**config.mk**
```make
export PLATFORM = sky130hd
export DESIGN_NAME = thermal_zone_selector_unit_flat
export DESIGN_NICKNAME = d
export VERILOG_FILES = /design/src/design/tzs_pkg.sv /design/src/design/tzs_reading_if.sv /design/src/design/thermal_zone_selector_unit.sv /design/src/design/tzs_table.sv /design/src/design/tzs_ctrl.sv /design/src/flat_wrapper.sv
export SDC_FILE = /design/constraint.sdc
export NUM_CORES = 1
export LEC_CHECK = 0
export BUFFER_PORTS_ARGS = -buffer_cell sky130_fd_sc_hd__buf_2
export CAP_MARGIN = 20
export CORE_ASPECT_RATIO = 0.75
export CORE_MARGIN = 2
export CORE_UTILIZATION = 58
export DETAILED_ROUTE_END_ITERATION = 12
export PLACE_DENSITY = 0.76
export SETUP_SLACK_MARGIN = 0.02
export SLEW_MARGIN = 20
export SYNTH_ARGS = -nofsm -noshare
export SYNTH_HDL_FRONTEND = slang
export SYNTH_HIERARCHICAL = 1
export SYNTH_SLANG_ARGS = --single-unit
```
**constraint.sdc**
```tcl
create_clock -name clk -period 4.75 [get_ports clk]
set_input_delay 0.2375 -clock clk [delete_from_list [all_inputs] [get_ports clk]]
set_output_delay 0.2375 -clock clk [all_outputs]
set_load 0.01 [all_outputs]
```
**src/design/tzs_pkg.sv**
```systemverilog
// Shared types and constants of the thermal zone selector.
// Holds the zone table entry layout, the sequencer states and the default table size.
// No dependencies; every other file of the block uses it.
`default_nettype none

package tzs_pkg;

	localparam int unsigned ZONE_ENTRIES_DEF = 8;

	localparam int unsigned TAG_W     = 16;
	localparam int unsigned CELSIUS_W = 9;
	localparam int unsigned SCORE_W   = 3;

	typedef struct packed {
		logic [TAG_W-1:0]            tag;
		logic signed [CELSIUS_W-1:0] first_reading;
		logic                        has_moved;
	} entry_t;

	typedef enum logic [1:0] {
		ST_IDLE,
		ST_SCAN,
		ST_UPDATE,
		ST_EMIT
	} state_t;

endpackage

`default_nettype wire

```
**src/design/tzs_reading_if.sv**
```systemverilog
// Channel interfaces of the thermal zone selector: zone readings in, chosen zones out.
// Depends on tzs_pkg for the field widths.
`default_nettype none

interface tzs_reading_if;
	logic                                 valid;
	logic                                 ready;
	logic [tzs_pkg::TAG_W-1:0]            zone_tag;
	logic signed [tzs_pkg::CELSIUS_W-1:0] reading_celsius;
	logic                                 cpu_named;
	logic                                 sample_last;

	modport source (
		output valid, zone_tag, reading_celsius, cpu_named, sample_last,
		input  ready
	);
	modport sink (
		input  valid, zone_tag, reading_celsius, cpu_named, sample_last,
		output ready
	);
endinterface

interface tzs_choice_if;
	logic                                 valid;
	logic                                 ready;
	logic signed [tzs_pkg::CELSIUS_W-1:0] chosen_celsius;
	logic [tzs_pkg::TAG_W-1:0]            chosen_tag;
	logic [tzs_pkg::SCORE_W-1:0]          chosen_score;

	modport source (
		output valid, chosen_celsius, chosen_tag, chosen_score,
		input  ready
	);
	modport sink (
		input  valid, chosen_celsius, chosen_tag, chosen_score,
		output ready
	);
endinterface

`default_nettype wire

```
**src/design/thermal_zone_selector_unit.sv**
```systemverilog
// Top level of the thermal zone selector.
// Depends on tzs_pkg, the channel interfaces, tzs_table and tzs_ctrl.
//
// The reading channel takes one zone reading per beat: tag, Celsius value, a CPU-name
// flag and a flag marking the last reading of a sample. The choice channel gives one
// beat per sample, on its last reading: the tag, Celsius value and score (4 if the zone
// moved since its first reading, plus 2 if CPU-named) of the best reading.
// The zone table sits in a single-port-read, single-port-write memory and is scanned one
// entry per cycle through its registered read port, from entry 0 to the last stored entry.
// Each reading goes through the table scan (skipped on an empty table, ended early at the
// matching entry) and the update step before the next reading can be taken.
// A last reading adds an emit step; its choice beat is valid the cycle after the output register loads.
// Only one reading is in work at a time; a waiting choice beat does not hold off new
// readings, only the emit step of the next sample while the receiver stalls.
// Reset clears the fill count, the best tracker and the output valid flag at once; the
// table contents need no clearing because only entries below the fill count are read.
`default_nettype none

module thermal_zone_selector_unit #(
	parameter int unsigned ZONE_ENTRIES = tzs_pkg::ZONE_ENTRIES_DEF
) (
	input  wire logic    clk,
	input  wire logic    arst_n,
	tzs_reading_if.sink  reading,
	tzs_choice_if.source choice
);

	localparam int unsigned IDX_W = (ZONE_ENTRIES > 1) ? $clog2(ZONE_ENTRIES) : 1;

	logic             rd_en;
	logic [IDX_W-1:0] rd_addr;
	tzs_pkg::entry_t  rd_data;
	logic             wr_en;
	logic [IDX_W-1:0] wr_addr;
	tzs_pkg::entry_t  wr_data;

	tzs_table #(
		.ENTRIES (ZONE_ENTRIES),
		.IDX_W   (IDX_W)
	) u_table (
		.clk     (clk),
		.rd_en   (rd_en),
		.rd_addr (rd_addr),
		.rd_data (rd_data),
		.wr_en   (wr_en),
		.wr_addr (wr_addr),
		.wr_data (wr_data)
	);

	tzs_ctrl #(
		.ENTRIES (ZONE_ENTRIES),
		.IDX_W   (IDX_W)
	) u_ctrl (
		.clk     (clk),
		.arst_n  (arst_n),
		.reading (reading),
		.choice  (choice),
		.rd_en   (rd_en),
		.rd_addr (rd_addr),
		.rd_data (rd_data),
		.wr_en   (wr_en),
		.wr_addr (wr_addr),
		.wr_data (wr_data)
	);

endmodule

`default_nettype wire

```
**src/design/tzs_table.sv**
```systemverilog
// Zone table memory: one write port and one read port with registered read data.
// Depends on tzs_pkg for the entry layout.
`default_nettype none

module tzs_table #(
	parameter int unsigned ENTRIES = tzs_pkg::ZONE_ENTRIES_DEF,
	parameter int unsigned IDX_W   = (ENTRIES > 1) ? $clog2(ENTRIES) : 1
) (
	input  wire logic                 clk,
	input  wire logic                 rd_en,
	input  wire logic [IDX_W-1:0]     rd_addr,
	output tzs_pkg::entry_t           rd_data,
	input  wire logic                 wr_en,
	input  wire logic [IDX_W-1:0]     wr_addr,
	input  wire tzs_pkg::entry_t      wr_data
);

	tzs_pkg::entry_t mem [ENTRIES];
	tzs_pkg::entry_t rd_data_q;

	always_ff @(posedge clk) begin
		if (wr_en) begin
			mem[wr_addr] <= wr_data;
		end
	end

	always_ff @(posedge clk) begin
		if (rd_en) begin
			rd_data_q <= mem[rd_addr];
		end
	end

	assign rd_data = rd_data_q;

endmodule

`default_nettype wire

```
**src/design/tzs_ctrl.sv**
```systemverilog
// Sequencer of the thermal zone selector: scans the zone table, updates it,
// keeps the best reading of the sample and drives the output register.
// Depends on tzs_pkg and on the channel interfaces; drives the tzs_table ports.
`default_nettype none

module tzs_ctrl #(
	parameter int unsigned ENTRIES = tzs_pkg::ZONE_ENTRIES_DEF,
	parameter int unsigned IDX_W   = (ENTRIES > 1) ? $clog2(ENTRIES) : 1
) (
	input  wire logic             clk,
	input  wire logic             arst_n,
	tzs_reading_if.sink           reading,
	tzs_choice_if.source          choice,
	output logic                  rd_en,
	output logic [IDX_W-1:0]      rd_addr,
	input  wire tzs_pkg::entry_t  rd_data,
	output logic                  wr_en,
	output logic [IDX_W-1:0]      wr_addr,
	output tzs_pkg::entry_t       wr_data
);

	localparam int unsigned CNT_W = $clog2(ENTRIES + 1);

	tzs_pkg::state_t state_q, state_d;

	logic [tzs_pkg::TAG_W-1:0]            tag_q;
	logic signed [tzs_pkg::CELSIUS_W-1:0] reading_q;
	logic                                 cpu_q;
	logic                                 last_q;

	logic [CNT_W-1:0] count_q;
	logic [IDX_W-1:0] idx_q;
	logic             issue_q;
	logic             pend_s1;
	logic [IDX_W-1:0] chk_idx_s1;

	logic             hit_q;
	logic [IDX_W-1:0] hit_idx_q;
	tzs_pkg::entry_t  hit_entry_q;

	logic                                 have_best_q;
	logic signed [tzs_pkg::CELSIUS_W-1:0] best_celsius_q;
	logic [tzs_pkg::TAG_W-1:0]            best_tag_q;
	logic [tzs_pkg::SCORE_W-1:0]          top_score_q;

	logic                                 out_valid_q;
	logic signed [tzs_pkg::CELSIUS_W-1:0] out_celsius_q;
	logic [tzs_pkg::TAG_W-1:0]            out_tag_q;
	logic [tzs_pkg::SCORE_W-1:0]          out_score_q;

	logic                        accept;
	logic                        hit;
	logic                        scan_done;
	logic [CNT_W-1:0]            last_cnt;
	logic [CNT_W-1:0]            next_issue;
	logic                        table_full;
	logic                        moved;
	logic [tzs_pkg::SCORE_W-1:0] score;
	logic                        take;
	logic                        out_load;

	assign accept     = reading.valid && reading.ready;
	assign last_cnt   = count_q - CNT_W'(1);
	assign next_issue = CNT_W'(idx_q) + CNT_W'(1);
	assign hit        = pend_s1 && (rd_data.tag == tag_q);
	assign scan_done  = pend_s1 && (hit || (chk_idx_s1 == last_cnt[IDX_W-1:0]));
	assign table_full = (count_q == CNT_W'(ENTRIES));

	assign moved = hit_q && (hit_entry_q.has_moved ||
		(hit_entry_q.first_reading != reading_q));
	assign score = {moved, cpu_q, 1'b0};
	assign take  = !have_best_q || (score > top_score_q) ||
		((score == top_score_q) && (reading_q > best_celsius_q));

	always_comb begin
		state_d = state_q;
		unique case (state_q)
			tzs_pkg::ST_IDLE: begin
				if (accept) begin
					state_d = (count_q == '0) ? tzs_pkg::ST_UPDATE : tzs_pkg::ST_SCAN;
				end
			end
			tzs_pkg::ST_SCAN: begin
				if (scan_done) begin
					state_d = tzs_pkg::ST_UPDATE;
				end
			end
			tzs_pkg::ST_UPDATE: begin
				state_d = last_q ? tzs_pkg::ST_EMIT : tzs_pkg::ST_IDLE;
			end
			tzs_pkg::ST_EMIT: begin
				if (out_load) begin
					state_d = tzs_pkg::ST_IDLE;
				end
			end
			default: begin
				state_d = tzs_pkg::ST_IDLE;
			end
		endcase
	end

	always_comb begin
		reading.ready = 1'b0;
		rd_en         = 1'b0;
		rd_addr       = idx_q;
		wr_en         = 1'b0;
		wr_addr       = hit_idx_q;
		wr_data       = hit_entry_q;
		out_load      = 1'b0;
		unique case (state_q)
			tzs_pkg::ST_IDLE: begin
				reading.ready = 1'b1;
			end
			tzs_pkg::ST_SCAN: begin
				rd_en = issue_q && !scan_done;
			end
			tzs_pkg::ST_UPDATE: begin
				if (hit_q) begin
					wr_en             = 1'b1;
					wr_data.has_moved = moved;
				end else if (!table_full) begin
					wr_en                 = 1'b1;
					wr_addr               = count_q[IDX_W-1:0];
					wr_data.tag           = tag_q;
					wr_data.first_reading = reading_q;
					wr_data.has_moved     = 1'b0;
				end
			end
			tzs_pkg::ST_EMIT: begin
				out_load = !out_valid_q || choice.ready;
			end
			default: begin
				reading.ready = 1'b0;
			end
		endcase
	end

	always_ff @(posedge clk or negedge arst_n) begin
		if (!arst_n) begin
			state_q <= tzs_pkg::ST_IDLE;
		end else begin
			state_q <= state_d;
		end
	end

	always_ff @(posedge clk) begin
		if (accept) begin
			tag_q     <= reading.zone_tag;
			reading_q <= reading.reading_celsius;
			cpu_q     <= reading.cpu_named;
			last_q    <= reading.sample_last;
		end
		if (scan_done) begin
			hit_idx_q   <= chk_idx_s1;
			hit_entry_q <= rd_data;
		end
		if (rd_en) begin
			chk_idx_s1 <= idx_q;
		end
		if (out_load) begin
			out_celsius_q <= best_celsius_q;
			out_tag_q     <= best_tag_q;
			out_score_q   <= top_score_q;
		end
	end

	always_ff @(posedge clk or negedge arst_n) begin
		if (!arst_n) begin
			count_q <= '0;
			idx_q   <= '0;
			issue_q <= 1'b0;
			pend_s1 <= 1'b0;
			hit_q   <= 1'b0;
		end else begin
			pend_s1 <= rd_en;
			if (accept) begin
				idx_q   <= '0;
				issue_q <= (count_q != '0);
				hit_q   <= 1'b0;
			end else if (scan_done) begin
				issue_q <= 1'b0;
				hit_q   <= hit;
			end else if (rd_en) begin
				idx_q   <= idx_q + IDX_W'(1);
				issue_q <= (next_issue < count_q);
			end
			if (state_q == tzs_pkg::ST_UPDATE && !hit_q && !table_full) begin
				count_q <= count_q + CNT_W'(1);
			end
		end
	end

	always_ff @(posedge clk or negedge arst_n) begin
		if (!arst_n) begin
			have_best_q    <= 1'b0;
			best_celsius_q <= '0;
			best_tag_q     <= '0;
			top_score_q    <= '0;
			out_valid_q    <= 1'b0;
		end else begin
			if (state_q == tzs_pkg::ST_UPDATE && take) begin
				have_best_q    <= 1'b1;
				best_celsius_q <= reading_q;
				best_tag_q     <= tag_q;
				top_score_q    <= score;
			end else if (out_load) begin
				have_best_q    <= 1'b0;
				best_celsius_q <= '0;
				best_tag_q     <= '0;
				top_score_q    <= '0;
			end
			if (out_load) begin
				out_valid_q <= 1'b1;
			end else if (choice.ready) begin
				out_valid_q <= 1'b0;
			end
		end
	end

	assign choice.valid          = out_valid_q;
	assign choice.chosen_celsius = out_celsius_q;
	assign choice.chosen_tag     = out_tag_q;
	assign choice.chosen_score   = out_score_q;

`ifndef ASSERT_OFF
	a_count_bound: assert property (@(posedge clk) disable iff (!arst_n)
		count_q <= CNT_W'(ENTRIES))
		else $error("zone table fill count beyond table size");

	a_alloc_room: assert property (@(posedge clk) disable iff (!arst_n)
		(wr_en && !hit_q) |-> !table_full)
		else $error("new zone written into a full table");

	a_beat_from_emit: assert property (@(posedge clk) disable iff (!arst_n)
		$rose(out_valid_q) |-> $past(state_q == tzs_pkg::ST_EMIT))
		else $error("choice beat raised outside the emit step");

	a_best_cleared: assert property (@(posedge clk) disable iff (!arst_n)
		out_load |=> !have_best_q)
		else $error("best tracker not cleared after emit");

	a_no_read_while_idle: assert property (@(posedge clk) disable iff (!arst_n)
		accept |=> !pend_s1)
		else $error("stale table read pending at start of a scan");
`endif

endmodule

`default_nettype wire

```
**src/flat_wrapper.sv**
```systemverilog
// flat-port wrapper written by rule: the top's interface ports become plain ports
module thermal_zone_selector_unit_flat 
#(
	parameter int unsigned ZONE_ENTRIES = tzs_pkg::ZONE_ENTRIES_DEF
)
  (clk, arst_n, reading_valid, reading_zone_tag, reading_reading_celsius, reading_cpu_named, reading_sample_last, reading_ready, choice_valid, choice_chosen_celsius, choice_chosen_tag, choice_chosen_score, choice_ready);
  tzs_reading_if reading_i ();
  tzs_choice_if choice_i ();
  input  wire logic clk;
  input  wire logic arst_n;
  input wire logic [$bits(reading_i.valid)-1:0] reading_valid;
  input wire logic [$bits(reading_i.zone_tag)-1:0] reading_zone_tag;
  input wire logic [$bits(reading_i.reading_celsius)-1:0] reading_reading_celsius;
  input wire logic [$bits(reading_i.cpu_named)-1:0] reading_cpu_named;
  input wire logic [$bits(reading_i.sample_last)-1:0] reading_sample_last;
  output wire logic [$bits(reading_i.ready)-1:0] reading_ready;
  output wire logic [$bits(choice_i.valid)-1:0] choice_valid;
  output wire logic [$bits(choice_i.chosen_celsius)-1:0] choice_chosen_celsius;
  output wire logic [$bits(choice_i.chosen_tag)-1:0] choice_chosen_tag;
  output wire logic [$bits(choice_i.chosen_score)-1:0] choice_chosen_score;
  input wire logic [$bits(choice_i.ready)-1:0] choice_ready;
  assign reading_i.valid = reading_valid;
  assign reading_i.zone_tag = reading_zone_tag;
  assign reading_i.reading_celsius = reading_reading_celsius;
  assign reading_i.cpu_named = reading_cpu_named;
  assign reading_i.sample_last = reading_sample_last;
  assign reading_ready = reading_i.ready;
  assign choice_valid = choice_i.valid;
  assign choice_chosen_celsius = choice_i.chosen_celsius;
  assign choice_chosen_tag = choice_i.chosen_tag;
  assign choice_chosen_score = choice_i.chosen_score;
  assign choice_i.ready = choice_ready;
  thermal_zone_selector_unit #(.ZONE_ENTRIES(ZONE_ENTRIES)) u_core (.clk(clk), .arst_n(arst_n), .reading(reading_i), .choice(choice_i));
endmodule
```
# Word level (Yosys, flattened, before mapping)
# Memory sizes are Yosys's and may differ from the RTL's. A register that Yosys moved wholly into a read port is not among the register bits.
# Cells that the tools add are included.
[totals] register_bits=129 ram_bits=208 input_bits=31 output_inout_bits=30 elab_cells=111 n_memories=1
[memory_table] name="u_core.u_table.mem" words=8 word_bits=26 read_ports=1 rd_clocked_by_memory_dff=1 write_ports=1 line="tzs_table.sv:18" rtl="tzs_pkg::entry_t mem [ENTRIES];"
[op_classes] add_sub_neg=4 magnitude_cmp=3 n_eq_ne=12 mux=39 n_reduce_logical=29
[op_table] cell="26-bit 2-to-1 mux" count=2
[op_table] cell="16-bit 2-to-1 mux" count=2
[op_table] cell="25-bit 2-to-1 mux" count=1
[op_table] cell="3-bit 2-to-1 mux" count=8
[op_table] cell="1-bit 2-to-1 mux" count=18
[op_table] cell="9-bit 2-to-1 mux" count=2
[op_table] cell="16-bit == test" count=1
[op_table] cell="2-bit 2-to-1 mux" count=5
[op_table] cell="9-bit greater-than comparator" count=1
[op_table] cell="1-bit logical AND" count=9
[op_table] cell="9-bit != test" count=1
[op_table] cell="2-bit != test (second input constant)" count=4
[op_table] cell="2-bit case mux with 4 select lines" count=1
[op_table] cell="2-bit nonzero test" count=4
[op_table] cell="3-bit == test" count=2
[op_table] cell="1-bit zero test" count=5
[op_table] cell="1-bit logical OR" count=5
[op_table] cell="3-bit by 1-bit adder with 4-bit output (second input constant)" count=1
[op_table] cell="4-bit by 1-bit adder with 4-bit output (second input constant)" count=1
[op_table] cell="2-bit == test (second input constant)" count=2
[op_table] cell="4-bit == test (second input constant)" count=1
[op_table] cell="4-bit zero test" count=1
[op_table] cell="4-bit less-than comparator" count=1
[op_table] cell="4-bit nonzero test" count=1
[op_table] cell="other kinds (8)" count=8

# Depth between registers and ports, before layout
# Gate-level depths: netlist of the first run.
[logic_depth] word_depth=10 mapped_depth=12

# Modules after synthesis
# The synthesis of the first run kept the hierarchy.
[by_module_without_submodules] module="tzs_table" n_inst=1 cells_per_inst=340 area_per_inst_um2=8823.5 seq_area_each_um2=7026.7
[by_module_without_submodules] module="tzs_ctrl" n_inst=1 cells_per_inst=395 area_per_inst_um2=5529.1 seq_area_each_um2=3608.5

# Least setup slack after synthesis of the first run
# OpenSTA, ideal clock, no wires.
[synth_path] kind="reg-to-reg" from="register u_core.u_ctrl.count_q[0]" to="memory u_core/u_table/mem[0][0] (netlist bit) (enable)" setup_ps=442 arrival_time_ps=3345 setup_slack_ps=964 stages_incl_launch_ff=8 path_buffers=1 synth_period_minus_slack_ps=3786 cell_sequence="dfrtp_1 -> inv_1 -> ha_1 -> nand3_1 -> nand2_1 -> buf_2 -> mux2_2 -> nor3_1"
[synth_lines] element="from (decl)" line="tzs_ctrl.sv:31" rtl="logic [CNT_W-1:0] count_q;"
[synth_lines] element="from (signal assigned)" line="tzs_ctrl.sv:188" rtl="count_q <= count_q + CNT_W'(1);"
[synth_lines] element="4-bit == test" line="tzs_ctrl.sv:67" rtl="assign table_full = (count_q == CNT_W'(ENTRIES));"
[synth_lines] element="3-bit 2-to-1 mux (*)" line="tzs_ctrl.sv:121" rtl="end else if (!table_full) begin"
[synth_lines] element="3-bit 2-to-1 mux (*)" line="tzs_ctrl.sv:118" rtl="if (hit_q) begin"
[synth_lines] element="3-bit 2-to-1 mux (*)" line="tzs_ctrl.sv:110" rtl="unique case (state_q)"
[synth_lines] element="named net u_core.wr_addr[0]" line="thermal_zone_selector_unit.sv:34" rtl="logic [IDX_W-1:0] wr_addr;"
[synth_lines] element="to (decl)" line="tzs_table.sv:18"
# Mark *: on every way through the listed nets, which the timed path passes. The rest lies on a longest branch.

# Worst setup path after layout of the first run
[layout_path] from="register u_core.u_ctrl.count_q[1]" to="memory u_core/u_table/mem[5][17] (netlist bit) (enable)"
# The elaborated chain is that of the path after synthesis.

==> flow_metrics.py, run 1 <==
metrics = {
    "outcome": {
        "status": "complete, no violations",
    },
    "die": {
        "fp.dieW_microns": 186,
        "start_util": 0.594,
        "design.core.area_sq_mm": 0.0242,
        "die-area_sq_mm": 0.0260,
        "ioPinCount": 61,
        "die_h_microns": 140,
        "row_count": 49,
    },
    "sta": {
        "skew_ps": 22.1,
        "hold_violations": 0,
        "fin_tns_setup_ps": 0,
        "layout_setup_ws_ps": 1590,
        "holdWs_ps": 70.5,
        "slew_viol_final": 0,
        "fmax_mhz": 317,
        "setup_violations": 0,
        "rsz0062_at_grt": "false",
        "finalCriticalPeriod_ps": 3160,
        "fin_crit_sh": 0.665,
        "worst_pin_slew_ps": 996,
        "relSlewSlack": 0.336,
    },
    "setup_path": {
        "max_stage_delay_ps": 450,
        "critical_path.cell_chain": "inv_1, ha_1, nand3_1, nand2_1, buf_4, mux2_2, nand2b_1, nor2_2, buf_4",
        "crit_family": "buffers and inverters",
        "crit_fanout": 29,
        "worstPathRequired_ps": 4900,
        "crit_arrival_ps": 3310,
        "slowest_stage": "dfrtp_1",
        "critPathKind": "reg2reg",
        "crit_buf_inv": 3,
        "timing.critical_path.mode_cell": "buf_4",
        "crit_path_start_kind": "register",
        "worstSetupEndpointType": "register",
    },
    "yosys": {
        "yosys_warnings": 6,
        "async_flop_share": 0.114,
        "synth_ff_type": "edfxtp_1",
        "synth_area_sq_mm": 0.0144,
        "synth-edff-count": 320,
        "syn_inst": 735,
        "yosysSeqAreaShare": 0.741,
        "ys_ff_latch": 361,
        "syn_area_per_cell_sq_um": 19.5,
        "synth_fp_nets": 783,
        "ys_types": 42,
    },
    "final_layout": {
        "fillers": 1575,
        "seqCellArea_sq_mm": 0.0106,
        "syn2layout_area_growth_pct": 14.6,
        "nets": 898,
        "multi_input_area_sq_mm": 0.00340,
        "fin_area_sq_mm": 0.0165,
        "antennaDiodeCount": 0,
        "drive_gt1_frac": 0.232,
    },
    "global_route": {
        "antenna_found_initial": 0,
        "grtUsageTotal": 0.227,
        "grt_overflow_total": 0,
        "grt_max_degree": 42,
        "grt_pass1_wl_microns": 43200,
        "grt_pass1_vias": 7323,
    },
    "routing": {
        "antenna_left": 0,
        "routedWlPerCell_microns": 23.6,
        "drtIter0Drc": 591,
        "wl_met1_microns": 12900,
        "routed-wl-met2_microns": 13100,
        "top_layer_used": "met4",
        "viasPerCell": 5.90,
        "wl_met3_microns": 1970,
        "drc": 0,
        "drt-total-wl_microns": 28500,
        "drt_pass1_iterations": 5,
        "num_vias": 7112,
    },
    "clock_tree": {
        "cts_made_buffers": 34,
        "clock_path_buffers": 3,
        "clock_sinks": 361,
        "path_clk_slew_ps": 70,
        "cts_tree": "yes",
        "insertion_delay_ps": 520,
        "htree_levels": 2,
        "cts-root-buf": "clkbuf_16",
        "cts_setup_buffers": 0,
    },
    "placed_design": {
        "gp_congestion": 0.852,
        "dpl_cell_area_sq_mm": 0.0150,
        "numPortBuffers": 59,
        "dp_slack_ps": 1650,
        "dp_hpwl_microns": 16900,
    },
    "job": {
        "max-cap-violations": 0,
    },
    "power": {
        "cellLeakagePower_nw": 6.10,
        "post-layout-total-power_mw": 8.94,
        "ir_worst_vdd_uv": 303,
        "p_per_area_mw_per_mm2": 544,
    },
    "hold_path": {
        "holdCritPathClass": "in2reg",
    },
}
[stage by stage]
step / utilization / cells
after global placement: 0.623 / 1117
after floorplan: - / 735
after global routing: 0.681 / 1205
after detailed placement: 0.623 / 1117
after CTS: 0.681 / 1205
final: 0.681 / 1205
[worst paths after layout]
path                       depth (start not counted)  slack (ps)                            to                 startpoint
max                                                9        1590     u_core/u_table/mem[5][17]   u_core/u_ctrl/count_q[1]
max in group asynchronous                          2        4020      u_core/u_ctrl/rd_addr[0]                     arst_n
min reg2reg                                        0         420  u_core/u_ctrl/hit_entry_q[1]  u_core/u_table/rd_data[1]
max reg2reg                                        9        1590     u_core/u_table/mem[5][17]   u_core/u_ctrl/count_q[1]
min                                                3          70    u_core/u_ctrl/choice.valid               choice_ready
min in group asynchronous                          2         290     u_core/u_ctrl/have_best_q                     arst_n
[placed cells by master (no fill, tap or decap), types with 6 or more instances in the layout]
cell,synthesis,final
edfxtp_1,320,320
buf_2,3,58
mux2_2,54,54
mux4_1,46,46
inv_1,45,44
nand2_1,44,44
dfrtp_1,41,38
clkbuf_16,0,35
mux2i_1,30,30
dlygate4sd3_1,0,28
xor2_1,19,19
buf_4,1,18
ha_1,17,17
xnor2_1,14,14
nor2_1,15,9
clkinv_2,0,7
nand4_1,7,7
o21ai_0,7,7
clkbuf_1,10,6
mux4_2,6,6
nor2_2,0,6
[per-layer routing]
metal,vias up,global-route usage
met4,0,0.0593
met1,3689,0.341
met2,264,0.345
met5,-,0
li1,3123,-
met3,36,0.0465
[registers in the layout, summed over array words and instances, names as in the netlist, 3 cells and up]
signal / cells
u_core/u_table/mem: 208
u_core/u_ctrl/hit_entry_q: 26
u_core/u_table/rd_data: 26
u_core/u_ctrl/best_tag_q: 16
u_core/u_ctrl/choice.chosen_tag: 16
u_core/u_ctrl/tag_q: 16
u_core/u_ctrl/best_celsius_q: 9
u_core/u_ctrl/choice.chosen_celsius: 9
u_core/u_ctrl/reading_q: 9
u_core/u_ctrl/count_q: 4
u_core/u_ctrl/chk_idx_s1: 3
u_core/u_ctrl/hit_idx_q: 3
u_core/u_ctrl/rd_addr: 3
[synth_stat cells (2+ instances only)]
cell / number / area (sq um)
buf_12: 2 / 40.0
and3_1: 4 / 25.0
clkbuf_1: 10 / 37.5
mux2i_1: 30 / 300
xnor2_1: 14 / 123
nand2_1: 44 / 165
nor2_1: 15 / 56.3
buf_2: 3 / 15.0
mux2_2: 54 / 608
mux4_2: 6 / 135
dfrtp_1: 41 / 1030
nor3_1: 3 / 15.0
nand3_1: 5 / 25.0
o31ai_1: 2 / 15.0
inv_1: 45 / 169
o41ai_1: 2 / 17.5
ha_1: 17 / 213
a21oi_1: 5 / 25.0
mux4_1: 46 / 1210
o21ai_0: 7 / 35.0
nand4_1: 7 / 43.8
buf_6: 7 / 78.8
nor4_1: 3 / 18.8
edfxtp_1: 320 / 9610
xor2_1: 19 / 166
nand2b_1: 5 / 31.3
buf_1: 2 / 7.51
o211ai_1: 3 / 22.5
[repair_timing]
item	in CTS	in global routing
resized for setup	0	0
hold buffers	28	0
endpoints found under the hold margin	68	0
[power breakdown]
group          internal, mW  switching [mW]  total, mW
Clock                  1.62            1.11       2.73
Sequential             4.04           0.337       4.38
Combinational         0.815            1.02       1.84
Total                  6.47            2.47       8.94
[area by class of cell]
type,instances,area share
timing repair buffer,104,0.0429
multi-input combinational,304,0.207
clock buffer,44,0.0571
tap,331,0.0252
inverter,45,0.0103
clock inverter,16,0.0111
sequential,361,0.647
[worst min-delay path, cell delays in order]
cell and delay [ps]:
buf_2 80, nand2b_1 150, nand2_1 70
[kinds of logic (layout without fill, tap and decap cells)]
family                     Yosys count  after routing  synth area share
AOI/OAI and AO/OA                   28             28            0.0140
xor gates and xnor gates            33             33            0.0201
adders and majority gates           17             17            0.0148
buffers and inverters               70            209            0.0248
DFF                                361            361             0.741
muxes                              136            136             0.157
other                                1              1          0.000261
and+or+nand+nor                     89             89            0.0281
Note: power is estimated with default switching activity, not from simulation.
==> run 2: changes to the inputs <==
Clock period 4.75 ns to 3.3 ns, I/O delays scaled along.
==> flow_metrics.py, run 2 (same netlist as run 1, synthesis figures left out) <==
metrics = {
    "power": {
        "p_per_area_mw_per_mm2": 771,
        "switching_share": 0.279,
        "pwr-share-comb": 0.221,
        "post-layout-total-power_mw": 12.8,
        "seqPwrFrac": 0.483,
        "ir_worst_vdd_uv": 501,
        "p_int_mw": 9.22,
        "p_switching_mw": 3.57,
        "clkPwrFrac": 0.296,
        "cellLeakagePower_nw": 6.16,
    },
    "sta": {
        "fin_crit_sh": 0.913,
        "slew_viol_final": 0,
        "relSlewSlack": 0.376,
        "fmax_mhz": 332,
        "setup_violations": 0,
        "fin_tns_setup_ps": 0,
        "worst_pin_slew_ps": 926,
        "rsz0062_at_grt": "false",
        "hold_violations": 0,
        "skew_ps": 22.1,
        "finalCriticalPeriod_ps": 3010,
    },
    "final_layout": {
        "final_common_cell": "edfxtp_1",
        "drive_gt1_frac": 0.234,
        "largest_register": "u_core/u_table/mem",
        "final_cell_mix": "edfxtp_1, buf_2, mux2_2",
        "fin_util": 0.687,
        "syn2layout_area_growth_pct": 15.7,
        "largest_reg_flops": 208,
        "antennaDiodeCount": 0,
        "fin_area_sq_mm": 0.0166,
        "nets": 910,
    },
    "global_route": {
        "grt_pass1_wl_microns": 42100,
        "grt_pass1_vias": 7099,
        "grt_overflow_total": 0,
        "grtUsageTotal": 0.222,
        "antenna_found_initial": 0,
        "grt_max_degree": 59,
    },
    "clock_tree": {
        "clock_sinks": 361,
        "insertion_delay_ps": 520,
        "cts_made_buffers": 34,
        "path_clk_slew_ps": 60,
        "cts_hold_buf": 29,
        "post_cts_resized": 0,
        "cts_tree": "yes",
        "htree_levels": 2,
        "cts-root-buf": "clkbuf_16",
        "clock_path_buffers": 3,
        "cts_setup_buffers": 0,
    },
    "job": {
        "max-cap-violations": 0,
    },
    "setup_path": {
        "worstPathRequired_ps": 3730,
        "slowest_stage": "edfxtp_1",
        "critical_path.cell_chain": "xnor2_1, nand4_1, o41ai_1, buf_4, inv_1, ha_1, a21oi_1, o21ai_0, o311ai_4, buf_12, mux2i_1",
        "max_stage_delay_ps": 460,
        "crit_path_start_kind": "register",
        "worstSetupEndpointType": "register",
        "crit_family": "compound AO/OA/AOI/OAI gates",
        "reg2reg_to": "u_core/u_ctrl/best_tag_q[3]",
        "critPathKind": "reg2reg",
        "ff2ff_setup_slack_ps": 290,
        "reg2reg_depth": 11,
        "r2r_start": "u_core/u_ctrl/reading_q[4]",
        "crit_buf_inv": 3,
        "crit_arrival_ps": 3440,
        "crit_fanout": 22,
    },
    "hold_path": {
        "hold_path_startpoint": "reading_valid",
        "min_path_cells": 4,
        "hold_end": "u_core/u_ctrl/rd_addr[1]",
        "holdCritPathClass": "in2reg",
    },
    "die": {
        "fp.dieW_microns": 186,
        "ioPinCount": 61,
        "die_h_microns": 140,
        "row_count": 49,
        "die-area_sq_mm": 0.0260,
        "start_util": 0.594,
        "design.core.area_sq_mm": 0.0242,
    },
    "routing": {
        "drt-total-wl_microns": 28200,
        "num_vias": 7129,
        "antenna_left": 0,
        "viasPerCell": 5.85,
        "drc": 0,
        "drt_pass1_iterations": 5,
        "drtIter0Drc": 669,
        "routedWlPerCell_microns": 23.1,
    },
    "placed_design": {
        "gp_congestion": 0.830,
        "numPortBuffers": 59,
        "dp_hpwl_microns": 16700,
        "dpl_cell_area_sq_mm": 0.0152,
    },
    "outcome": {
        "status": "complete, no violations",
    },
}
run 2: cell types whose count changed in the layout (fill, tap and decap cells not counted), sizes merged:
cell,delta
buf,+11
inv,+1
clkbuf,-6
bufinv,-1
clkinv,+8
dlygate4sd3,+1
run 2: worst max path at each step:
| stage | start | endpoint | slack [ps] | cells past startpoint |
|---|---|---|---|---|
| 6_report | u_core/u_ctrl/reading_q[4] | u_core/u_ctrl/best_tag_q[3] | 290 | 11 |
| 5_1_grt | u_core/u_ctrl/reading_q[4] | u_core/u_ctrl/best_tag_q[3] | 160 | 11 |
| 4_1_cts | u_core/u_ctrl/reading_q[4] | u_core/u_ctrl/best_tag_q[3] | 280 | 11 |
| 3_5_place_dp | u_core/u_ctrl/reading_q[4] | u_core/u_ctrl/best_tag_q[3] | 370 | 11 |
| 3_3_place_gp | u_core/u_ctrl/reading_q[4] | u_core/u_ctrl/best_tag_q[7] | 560 | 11 |
| 2_1_floorplan | u_core/u_ctrl/count_q[0] | u_core/u_table/mem[0][0] | -490 | 7 |
run 2: power by group through the flow:
stage	Clock, mW	Combinational, mW	Sequential [mW]
3_5_place_dp	0	2.78	6.27
6_report	3.78	2.83	6.18
3_3_place_gp	0	2.66	6.24
4_1_cts	3.86	2.84	6.18
2_1_floorplan	0	1.99	6.15
5_1_grt	4.03	3.08	6.23
run 2: area by class of cell:
| class | instances | area [sq um] |
|---|---|---|
| Timing Repair Buffer | 116 | 903 |
| Fill cell | 1521 | 7550 |
| Inverter | 45 | 169 |
| Sequential cell | 361 | 10600 |
| Multi-Input combinational cell | 304 | 3400 |
| Clock buffer | 38 | 876 |
| Clock inverter | 24 | 201 |
| Tap cell | 331 | 414 |
run 2: worst min-delay path: cells and delay by family:
kind / cells / cell delay, ps
AND/OR/NAND/NOR: 2 / 300
buffers and inverters: 1 / 80
multiplexers: 1 / 60
run 2: metal layers:
layer  up-vias  GRT usage  wire [microns]
met5         -          0               0
met4         0     0.0481             438
li1       3144          -               -
met1      3669      0.338           12600
met3        43     0.0504            2340
met2       273      0.336           12900
run 2: through the flow:
stage	hold WS (ps)	setup slack (ps)	std cells
2_1_floorplan	-131	-486	735
3_3_place_gp	341	561	1127
4_1_cts	95.2	281	1218
5_1_grt	139	164	1219
6_report	128	287	1219
3_5_place_dp	343	366	1127
